File: src/rtl/assert_macros.svh
// ---------------------------------------------------------------------------
// assert_macros.svh
// Assertion helpers shared by the RTL files.
// ---------------------------------------------------------------------------
`ifndef ASSERT_MACROS_SVH
`define ASSERT_MACROS_SVH
`ifndef ASSERT_OFF
`define ASSERT_CLKD(lbl, clk, rst_n, prop) \
    lbl: assert property (@(posedge clk) disable iff (!rst_n) (prop)) else $error("lbl");
`define ASSERT_NEVER(lbl, clk, rst_n, cond) \
    lbl: assert property (@(posedge clk) disable iff (!rst_n) !(cond)) else $error("lbl");
`else
`define ASSERT_CLKD(lbl, clk, rst_n, prop)
`define ASSERT_NEVER(lbl, clk, rst_n, cond)
`endif
`endif

File: src/rtl/cid_pkg.sv
// ---------------------------------------------------------------------------
// cid_pkg
// Types, constants and helpers of the circle distance core.
// ---------------------------------------------------------------------------
`timescale 1ns / 1ps
package cid_pkg;
    localparam int MAX_CIRCLES = 16;
    localparam int SLOT_W      = 4;
    localparam int CNT_W       = 5;
    localparam int INDEX_WIDTH = 12;
    localparam int ROOT_STEPS  = 32;

    localparam logic [2:0] REG_ORIGIN_X  = 3'd0;
    localparam logic [2:0] REG_ORIGIN_Y  = 3'd1;
    localparam logic [2:0] REG_SPACING_X = 3'd2;
    localparam logic [2:0] REG_SPACING_Y = 3'd3;
    localparam logic [2:0] REG_COUNT     = 3'd4;

    localparam logic CMD_LOAD = 1'b0;
    localparam logic CMD_EVAL = 1'b1;

    localparam logic signed [31:0] Q_MIN = 32'sh8000_0000;
    localparam logic signed [31:0] Q_MAX = 32'sh7FFF_FFFF;

    typedef enum logic [3:0] {
        ST_IDLE, ST_PX, ST_PY, ST_PYF, ST_DIFF, ST_SQX, ST_SQY, ST_SUM,
        ST_ROOT, ST_ACC, ST_DONE
    } t_state;

    typedef struct packed {
        logic busy;
        logic done;
    } t_root_stat;

    typedef struct packed {
        logic              sat;
        logic signed [31:0] val;
    } t_clip;

    function automatic t_clip clip32(input logic signed [45:0] v);
        t_clip c;
        c.sat = 1'b0;
        c.val = v[31:0];
        if (v > 46'sd2147483647) begin
            c.sat = 1'b1;
            c.val = Q_MAX;
        end else if (v < -46'sd2147483648) begin
            c.sat = 1'b1;
            c.val = Q_MIN;
        end
        return c;
    endfunction
endpackage

File: src/rtl/cid_root.sv
// ---------------------------------------------------------------------------
// cid_root
// Iterative floor square root of a 64-bit value, one result bit per cycle.
// ---------------------------------------------------------------------------
`timescale 1ns / 1ps
module cid_root (
    input  logic                i_clk,
    input  logic                i_rst_n,
    input  logic                i_start,
    input  logic [63:0]         i_value,
    output cid_pkg::t_root_stat o_stat,
    output logic [31:0]         o_root
);
    logic [63:0] r_v, r_r, r_bit;
    logic [4:0]  r_cnt;
    logic        r_busy, r_done;
    logic [63:0] w_trial;

    assign w_trial = r_r + r_bit;

    always_ff @(posedge i_clk) begin
        if (!i_rst_n) begin
            r_busy <= 1'b0;
            r_done <= 1'b0;
            r_cnt  <= '0;
        end else begin
            r_done <= !i_start && r_busy && (r_cnt == 5'(cid_pkg::ROOT_STEPS - 1));
            if (i_start) begin
                r_busy <= 1'b1;
                r_cnt  <= '0;
            end else if (r_busy) begin
                r_cnt <= r_cnt + 5'd1;
                if (r_cnt == 5'(cid_pkg::ROOT_STEPS - 1)) begin
                    r_busy <= 1'b0;
                end
            end
        end
    end

    always_ff @(posedge i_clk) begin
        if (i_start) begin
            r_v   <= i_value;
            r_r   <= '0;
            r_bit <= 64'h4000_0000_0000_0000;
        end else if (r_busy) begin
            if (r_v >= w_trial) begin
                r_v <= r_v - w_trial;
                r_r <= (r_r >> 1) + r_bit;
            end else begin
                r_r <= r_r >> 1;
            end
            r_bit <= r_bit >> 2;
        end
    end

    assign o_stat.busy = r_busy;
    assign o_stat.done = r_done;
    assign o_root      = r_r[31:0];
endmodule

File: config.mk
export PLATFORM = sky130hd
export DESIGN_NAME = cid_root
export DESIGN_NICKNAME = d
export VERILOG_FILES = /design/src/rtl/assert_macros.svh /design/src/rtl/cid_pkg.sv /design/src/rtl/cid_root.sv
export SDC_FILE = /design/constraint.sdc
export NUM_CORES = 1
export LEC_CHECK = 0
export ABC_AREA = 1
export BUFFER_PORTS_ARGS = -buffer_cell sky130_fd_sc_hd__buf_2
export CAP_MARGIN = 20
export CORE_MARGIN = 2
export CORE_UTILIZATION = 50
export CTS_CLUSTER_SIZE = 20
export DETAILED_ROUTE_END_ITERATION = 6
export GPL_TIMING_DRIVEN = 0
export PLACE_DENSITY = 0.65
export SLEW_MARGIN = 20
export SYNTH_ARGS = -nofsm -noshare
export SYNTH_HDL_FRONTEND = slang
export SYNTH_SLANG_ARGS = --single-unit
File: constraint.sdc
create_clock -name i_clk -period 6.4 [get_ports i_clk]
set_clock_uncertainty 0.15 [all_clocks]
set_input_delay 0 -clock i_clk [delete_from_list [all_inputs] [get_ports i_clk]]
set_output_delay 0 -clock i_clk [all_outputs]
set_load 0.05 [all_outputs]
Word-level counts from Yosys, hierarchy flattened
Index checks and enable logic that the tools add are counted.
{"block": "totals", "latchBits": 0, "ram_bits": 0, "in_bits": 67, "elab_cells": 27, "output_inout_bits": 34, "rom_bits": 0, "register_bits": 167, "n_memories": 0}
{"block": "op_classes", "mux": 7, "n_bitwise": 1, "div": 0, "reduce_logical": 7, "multipliers": 0, "n_eq_ne": 1, "shifts": 0, "magnitude_cmp": 1, "addsub": 4}
{"op": "64-bit 2-to-1 mux", "n": 4}
{"op": "63-bit by 63-bit adder with 64-bit output", "n": 1}
{"op": "64-bit by 63-bit adder with 64-bit output", "n": 1}
{"op": "64-bit greater-or-equal comparator", "n": 1}
{"op": "64-bit subtractor", "n": 1}
{"op": "5-bit by 1-bit adder with 5-bit output (second input constant)", "n": 1}
{"op": "5-bit equality test (second input constant)", "n": 1}
{"op": "2-bit nonzero test", "n": 2}
{"op": "1-bit 2-to-1 mux", "n": 3}
{"op": "1-bit logical AND", "n": 2}
{"op": "2-bit AND reduction", "n": 1}
{"op": "2-bit OR reduction", "n": 1}
{"op": "1-bit logical NOT", "n": 1}
{"op": "1-bit NOT", "n": 1}

Logic depth before layout (Yosys ltp)
Gate-level depths: netlist of the first run.
{"block": "logic_depth", "ltp_word": 5, "mapped_depth": 32, "ltp_nobuf": 30}

Least setup slack after synthesis of the first run
Ideal clock, no wire load.
{"block": "synth_timing", "path_kind": "register -> register", "start": "reg r_r[4]", "end": "reg r_v[0] (enable)", "setup_time_ns": 0.424, "stages_incl_launch_ff": 25, "setup_slack_ns": 1.232, "synth_period_minus_slack_ns": 5.168, "t_arrival_ns": 4.595, "path_cell_list": "dfxtp_1 > ha_1 > nand2_1 > o21ai_0 > nor2_1 > o21ai_0 > nand2_1 > nand2_1 > nand3_1 > nand2_1 > nand2_1 > nand3b_1 > nand2_1 > ha_1 > nand2_1 > nor2_1 > inv_2 > nor2_4 > nand2_1 > nor3_2 > nand2_2 > nand2_2 > nand2_2 > buf_2 > nand2_1"}
{"block": "synth_between", "elab_chain_cells": 4}
{"item": "start, declared", "line_no": "cid_root.sv:14", "source": "logic [63:0] r_v, r_r, r_bit;"}
{"item": "start signal, assigned", "line_no": "cid_root.sv:48", "source": "r_r <= (r_r >> 1) + r_bit;"}
{"item": "start signal, assigned", "line_no": "cid_root.sv:50", "source": "r_r <= r_r >> 1;"}
{"item": "64-bit by 63-bit adder with 64-bit output", "line_no": "cid_root.sv:19", "source": "assign w_trial = r_r + r_bit;"}
{"item": "64-bit greater-or-equal comparator", "line_no": "cid_root.sv:46", "source": "if (r_v >= w_trial) begin"}
{"item": "2-bit nonzero test (no line)"}
{"item": "2-bit AND reduction (no line)"}
{"item": "end signal, assigned", "line_no": "cid_root.sv:42", "source": "r_v <= i_value;"}
{"item": "end signal, assigned", "line_no": "cid_root.sv:47", "source": "r_v <= r_v - w_trial;"}
{"item": "end, declared", "line_no": "cid_root.sv:14"}
Every way passes these cells.
A chain may end at the register's enable or synchronous reset.

Final worst setup path of the first run
{"block": "layout_timing", "start": "reg r_r[4]", "end": "reg r_v[4] (enable)"}
Same word-level chain as after synthesis.

==> metrics.cfg, run 1 <==
[placement]
place_area_sq_um = 21600
gp_congestion = 1.094
portBuffers = 100
place_hpwl_um = 72590

[routing]
wire_per_inst_um = 20.26
remaining_drc_errors = 0
via_per_inst = 5.669
num_vias = 24660
drtIter0Drc = 2932
antenna_left = 0
first_pass_iters = 7
wirelength_um = 88120

[grt]
overflow = 0
grt_pass1_vias = 23530
grt_usage_pct = 41.31
antenna_found_initial = 0
grt_max_degree = 37
grt_pass1_wl_um = 130800

[clocking]
htree_num_levels = 4
clockRootBuffer = clkbuf_16
post_cts_resized = 0
cts.path.max_buffers = 2
numCtsBuffers = 17
postCtsSetupRepairBufs = 0
ctsHoldBuffers = 65
cts.sink_count = 167
clk_pin_slew_worst_paths_ns = 0.09
tritoncts = built
clk_latency_ns = 0.49

[worst_setup_path]
critPathCaptureType = flop
critPathMaxStageDelay_ns = 0.55
start_kind = flop
crit_buf_inv = 3
crit_fanout = 36
path_class = flop to flop
critPathTopFamily = simple AND/OR/NAND/NOR gates
crit_chain = ha_1, nand2_1, o21ai_0, nor2_1, o21ai_0, nand2_1, nand2_1, nand3_1, nand2_1, nand2_1, nand2_1, nand2_1, nand2_1, ha_1, inv_2, nor3_1, nand2_1, nor3_2, nand2_2, nand2_2, nand2_2, buf_2, nand2_4, buf_12
slowest_stage = dfxtp_1
crit_top_cell = nand2_1
required_ns = 6.41
crit_arrival_ns = 5.98

[finish]
area_growth_pct = 12.04
drive_gt1_share_pct = 6.862
finalInstanceArea_sq_um = 22870
nNetsFinal = 4005
antennaDiodeCount = 0
final_util_pct = 56.38

[sta]
fmax_ghz = 0.1675
rsz0062_at_grt = no
holdWs_ns = 0.1035
slew_violations = 0
fin_crit_sh_pct = 93.26
min_period_ns = 5.969
worst_pin_slew_ns = 1.180
setup_violations = 0
hold_viol = 0
relSlewSlack_pct = 21.33

[synth]
ys_seq_area_share_pct = 19.52
synthSimpleGateAreaFrac_pct = 42.62
synthAdderAreaFrac_pct = 8.191
synth_warnings = 0
netlist_instances = 3620
synth_area_sq_um = 20410
syn_nets = 3820
yosys-top-cells-area = nand2_1 (22%), dfxtp_1 (10%), edfxtp_1 (9.4%)
netlist.area_leader.share_pct = 22.42
synth-xor-area-share_pct = 4.206
synth_cell_type_count = 46
synth-seq-cells = 167
synth_compound_area_share_pct = 12.77
syn_avg_cell_area_sq_um = 5.638
synth.area.mux_share_pct = 0
synth_top_family_by_area = simple AND/OR/NAND/NOR gates
synth_top_cell_by_area = nand2_1

[floorplan]
fp.dieW_um = 206.0
initial_utilization_pct = 50.32
top_level_ports = 101
fp.dieH_um = 206.0
core_sq_um = 40550
die-area_sq_um = 42450
fp-row-count = 74

[flow_run]
drv_cap = 0

[outcome]
outcome = finished clean

[power_and_ir_drop]
peakVddDrop_v = 0.0003373
p_per_area_nw_per_um2 = 435.9
leakage_nw = 10.57
power_mw = 9.967

[worst_hold_path]
hold_path.class = input port to flop

state kept, by name, summed over array words and instances (netlist names):
register  cells
r_r          64
r_v          64
r_bit        32
r_cnt         5
r_busy        1
r_done        1
final cells by class:
| class | count | area, sq um |
|---|---|---|
| well taps | 532 | 665.6 |
| clock inverters | 15 | 187.7 |
| flip-flops and latches | 167 | 3984 |
| repair buffers | 166 | 1171 |
| clock buffers | 17 | 425.4 |
| plain buffers | 121 | 684.4 |
| multi-input cells | 2824 | 13840 |
| fillers | 4192 | 17690 |
| inverters | 508 | 1907 |
routing by layer:
metal	track usage (%)	share of wire, %
met1	48.05	38
met2	69.93	46
met3	5.519	8.0
met4	29.52	7.8
met5	0	0
report_power, final:
part           total, mW  internal, mW  switching (mW)
Clock               1.12         0.538           0.584
Combinational       6.98          2.30            4.68
Sequential          1.86          1.54           0.329
Total               9.97          4.37            5.60
per-stage QoR:
step / TNS [ns] / instances / worst slack, ns
after global routing: 0 / 4350 / 0.2324
after global placement: -69.27 / 4252 / -1.094
after CTS: 0 / 4350 / 0.6467
after floorplan: 0 / 3620 / 1.232
after detailed placement: 0 / 4253 / 0.6666
final: 0 / 4350 / 0.4312
synthesized netlist by cell type (all sizes together):
master	instances
nand3	296
nand2	1231
o31a	1
a211oi	4
ha	132
and2	5
o211ai	6
a21oi	222
dfxtp	103
nand3b	30
or2	14
o31ai	1
o22ai	1
and3	1
o21bai	27
o2111ai	1
edfxtp	64
a31oi	13
clkinv	1
clkbuf	47
nor4	5
inv	507
xor2	49
nand4	31
xnor2	49
buf	74
nor3	49
o311ai	1
nor2	453
a21boi	3
and3b	1
fa	1
a21o	12
o21a	8
o21ai	177
tightest hold or removal path, cell delays in order:
cell and delay [ns]:
buf_2 0.14, clkbuf_1 0.26, o21ai_0 0.21
cell families after synthesis:
family	Yosys count
AOI/OAI and AO/OA	477
xor gates and xnor gates	98
adders and majority gates	133
buffers and inverters	629
DFF	167
and+or+nand+nor	2116
worst paths after layout:
path	startpoint	end	slack (ns)	cells past startpoint
setup / recovery	r_r[4]$_SDFFE_PP0P_	r_v[4]$_DFFE_PP_	0.43	24
hold / removal	i_start	r_v[32]$_DFFE_PP_	0.10	3
hold reg to reg	r_cnt[4]$_SDFFE_PP0P_	r_cnt[4]$_SDFFE_PP0P_	0.34	2
setup reg to reg	r_r[4]$_SDFFE_PP0P_	r_v[4]$_DFFE_PP_	0.43	24
layout by cell type (no fill, tap or decap), drive strengths merged, types with 3 or more instances in the layout:
master,Yosys,layout
edfxtp,64,64
buf,74,175
ha,132,132
a21oi,222,222
clkinv,1,6
a211oi,4,4
o21a,8,8
o21bai,27,27
and2,5,5
dfxtp,103,103
dlygate4sd3,0,65
nand3b,30,30
nand2,1231,1231
clkbuf,47,64
nor3,49,49
nand3,296,296
or2,14,14
o211ai,6,6
nor2,453,453
nor4,5,5
a31oi,13,13
xnor2,49,49
o21ai,177,177
xor2,49,49
inv,507,516
a21o,12,12
a21boi,3,3
nand4,31,31
Power figures use the tool's default switching activity.
==> run 2: changes to the inputs <==
Settings changed: GPL_ROUTABILITY_DRIVEN set to 0, GPL_TIMING_DRIVEN 0 to not set.
==> metrics.cfg, run 2 (same netlist as run 1, synthesis figures left out) <==
[clocking]
post_cts_resized = 0
tritoncts = built
clk_latency_ns = 0.52
cts.sink_count = 167
clockRootBuffer = clkbuf_16
htree_num_levels = 4
cts.path.max_buffers = 2
numCtsBuffers = 17
clk_pin_slew_worst_paths_ns = 0.08

[worst_setup_path]
cp.depth = 25
rr_worst_depth = 25
crit_buf_inv = 2
critPathCaptureType = flop
start_kind = flop
r2r-end = r_v[53]$_DFFE_PP_
path_class = flop to flop
crit_fanout = 64
r2r_start = r_r[4]$_SDFFE_PP0P_
slowest_stage = buf_4
critPathMaxStageDelay_ns = 0.64
r2r_setup_slack_ns = 0.84
crit_top_cell = nand2_1
critPathTopFamily = simple AND/OR/NAND/NOR gates
required_ns = 6.39
crit_arrival_ns = 5.55

[finish]
nNetsFinal = 3936
reg_top3 = r_r x64, r_v x64, r_bit x32
final_cell_mix = nand2_1 (1218), inv_1 (500), nor2_1 (443)
layout_commonest_cell = nand2_1
final_util_pct = 55.92
area_growth_pct = 11.11
antennaDiodeCount = 0
drive_gt1_share_pct = 5.388

[routing]
antenna_left = 0
first_pass_iters = 6
num_vias = 24140
remaining_drc_errors = 0
wire_per_inst_um = 18.40
via_per_inst = 5.639
drtIter0Drc = 2376
wirelength_um = 78760

[placement]
place_hpwl_um = 61540
portBuffers = 100

[worst_hold_path]
hold-path-cell-count = 3
hp-start = i_start
hold_path.class = input port to flop
holdPathEnd = r_v[56]$_DFFE_PP_

[floorplan]
fp-row-count = 74
initial_utilization_pct = 50.32
core_sq_um = 40550
die-area_sq_um = 42450
top_level_ports = 101
fp.dieW_um = 206.0
fp.dieH_um = 206.0

[sta]
worst_pin_slew_ns = 1.014
rsz0062_at_grt = no
setup_violations = 0
min_period_ns = 5.564
slew_violations = 0
holdWs_ns = 0.03941
fin_crit_sh_pct = 86.94
fmax_ghz = 0.1797
tns_ns = 0
relSlewSlack_pct = 32.43
hold_viol = 0

[outcome]
outcome = finished clean

[grt]
grt_usage_pct = 37.71
grt_max_degree = 99
met2_usage_pct = 59.95
grt_use_met1_pct = 47.11
grt_pass1_wl_um = 121800
overflow = 0
met3_usage_pct = 6.481
grt_pass1_vias = 23010
antenna_found_initial = 1
busiest_layer = met2

[power_and_ir_drop]
leakage_nw = 10.30
seqPwrFrac_pct = 20.6
intPower_mw = 4.248
power_mw = 9.625
combPwrFrac_pct = 68.0
p_sw_mw = 5.377
clkPwrFrac_pct = 11.5
p_sw_share_pct = 55.87
peakVddDrop_v = 0.0003166
p_per_area_nw_per_um2 = 424.4

[flow_run]
drv_cap = 0

==> run 2: cell types whose count changed in the layout (fill, tap and decap cells not counted), sizes merged <==
cell,before,now
inv,516,518
dlygate4sd3,65,105
buf,175,113
clkinvlp,1,2
clkbuf,64,18
clkinv,6,2
==> run 2: how the worst max path moves through the flow <==
| stage | startpoint | end | slack, ns |
|---|---|---|---|
| 6_report | r_r[4]$_SDFFE_PP0P_ | r_v[53]$_DFFE_PP_ | 0.84 |
| 5_1_grt | r_r[22]$_SDFFE_PP0P_ | r_v[53]$_DFFE_PP_ | 0.55 |
| 4_1_cts | r_r[10]$_SDFFE_PP0P_ | r_v[50]$_DFFE_PP_ | 0.95 |
| 3_5_place_dp | r_r[10]$_SDFFE_PP0P_ | r_v[10]$_DFFE_PP_ | 0.97 |
| 3_3_place_gp | r_r[10]$_SDFFE_PP0P_ | r_v[7]$_DFFE_PP_ | 1.02 |
| 2_1_floorplan | r_r[4]$_SDFFE_PP0P_ | r_v[0]$_DFFE_PP_ | 1.23 |
==> run 2: final cells by class <==
class                      count  area [sq um]
fill                        4166         17880
multi-input combinational   2824         13840
sequential                   167          3988
inverter                     508          1907
timing repair buffer         218          1675
tap                          532         665.6
clock buffer                  18         450.4
clock inverter                14         147.6
==> run 2: power by group through the flow <==
stage	Sequential (mW)	Combinational, mW	Clock, mW
after floorplan	1.73	4.87	0
after global placement	1.97	6.15	0
after detailed placement	1.98	6.25	0
after CTS	1.95	6.36	1.12
after global routing	2.01	7.22	1.15
final	1.98	6.54	1.11
==> run 2: timing repair <==
item | CTS | global route
buffers inserted | 0 | 0
hold endpoints to repair | 71 | 0
hold buffers | 105 | 0
==> run 2: routing by layer <==
metal / wire length [um] / share of wire (%) / up-vias
met4: 5567 / 7.1 / 0
li1: - / - / 11750
met3: 6258 / 7.9 / 289
met1: 32290 / 41 / 10930
met5: 0 / 0 / -
met2: 34640 / 44 / 1173
==> run 2: worst reg2reg max path, delay by kind of cell, from the launching register on <==
kind,cells,cell delay [ns]
AO/OA/AOI/OAI,2,0.42
adder cells (fa/ha/maj),2,0.75
buffers and inverters,2,0.72
flip-flops,1,0.50
AND/OR/NAND/NOR,19,2.49
==> run 2: metrics by stage <==
step	cells	setup slack [ns]	cell area (sq um)
2_1_floorplan	3620	1.232	20410
3_3_place_gp	4143	1.024	21000
3_5_place_dp	4143	0.9707	21000
4_1_cts	4280	0.9475	22650
5_1_grt	4281	0.5487	22680
6_report	4281	0.8357	22680
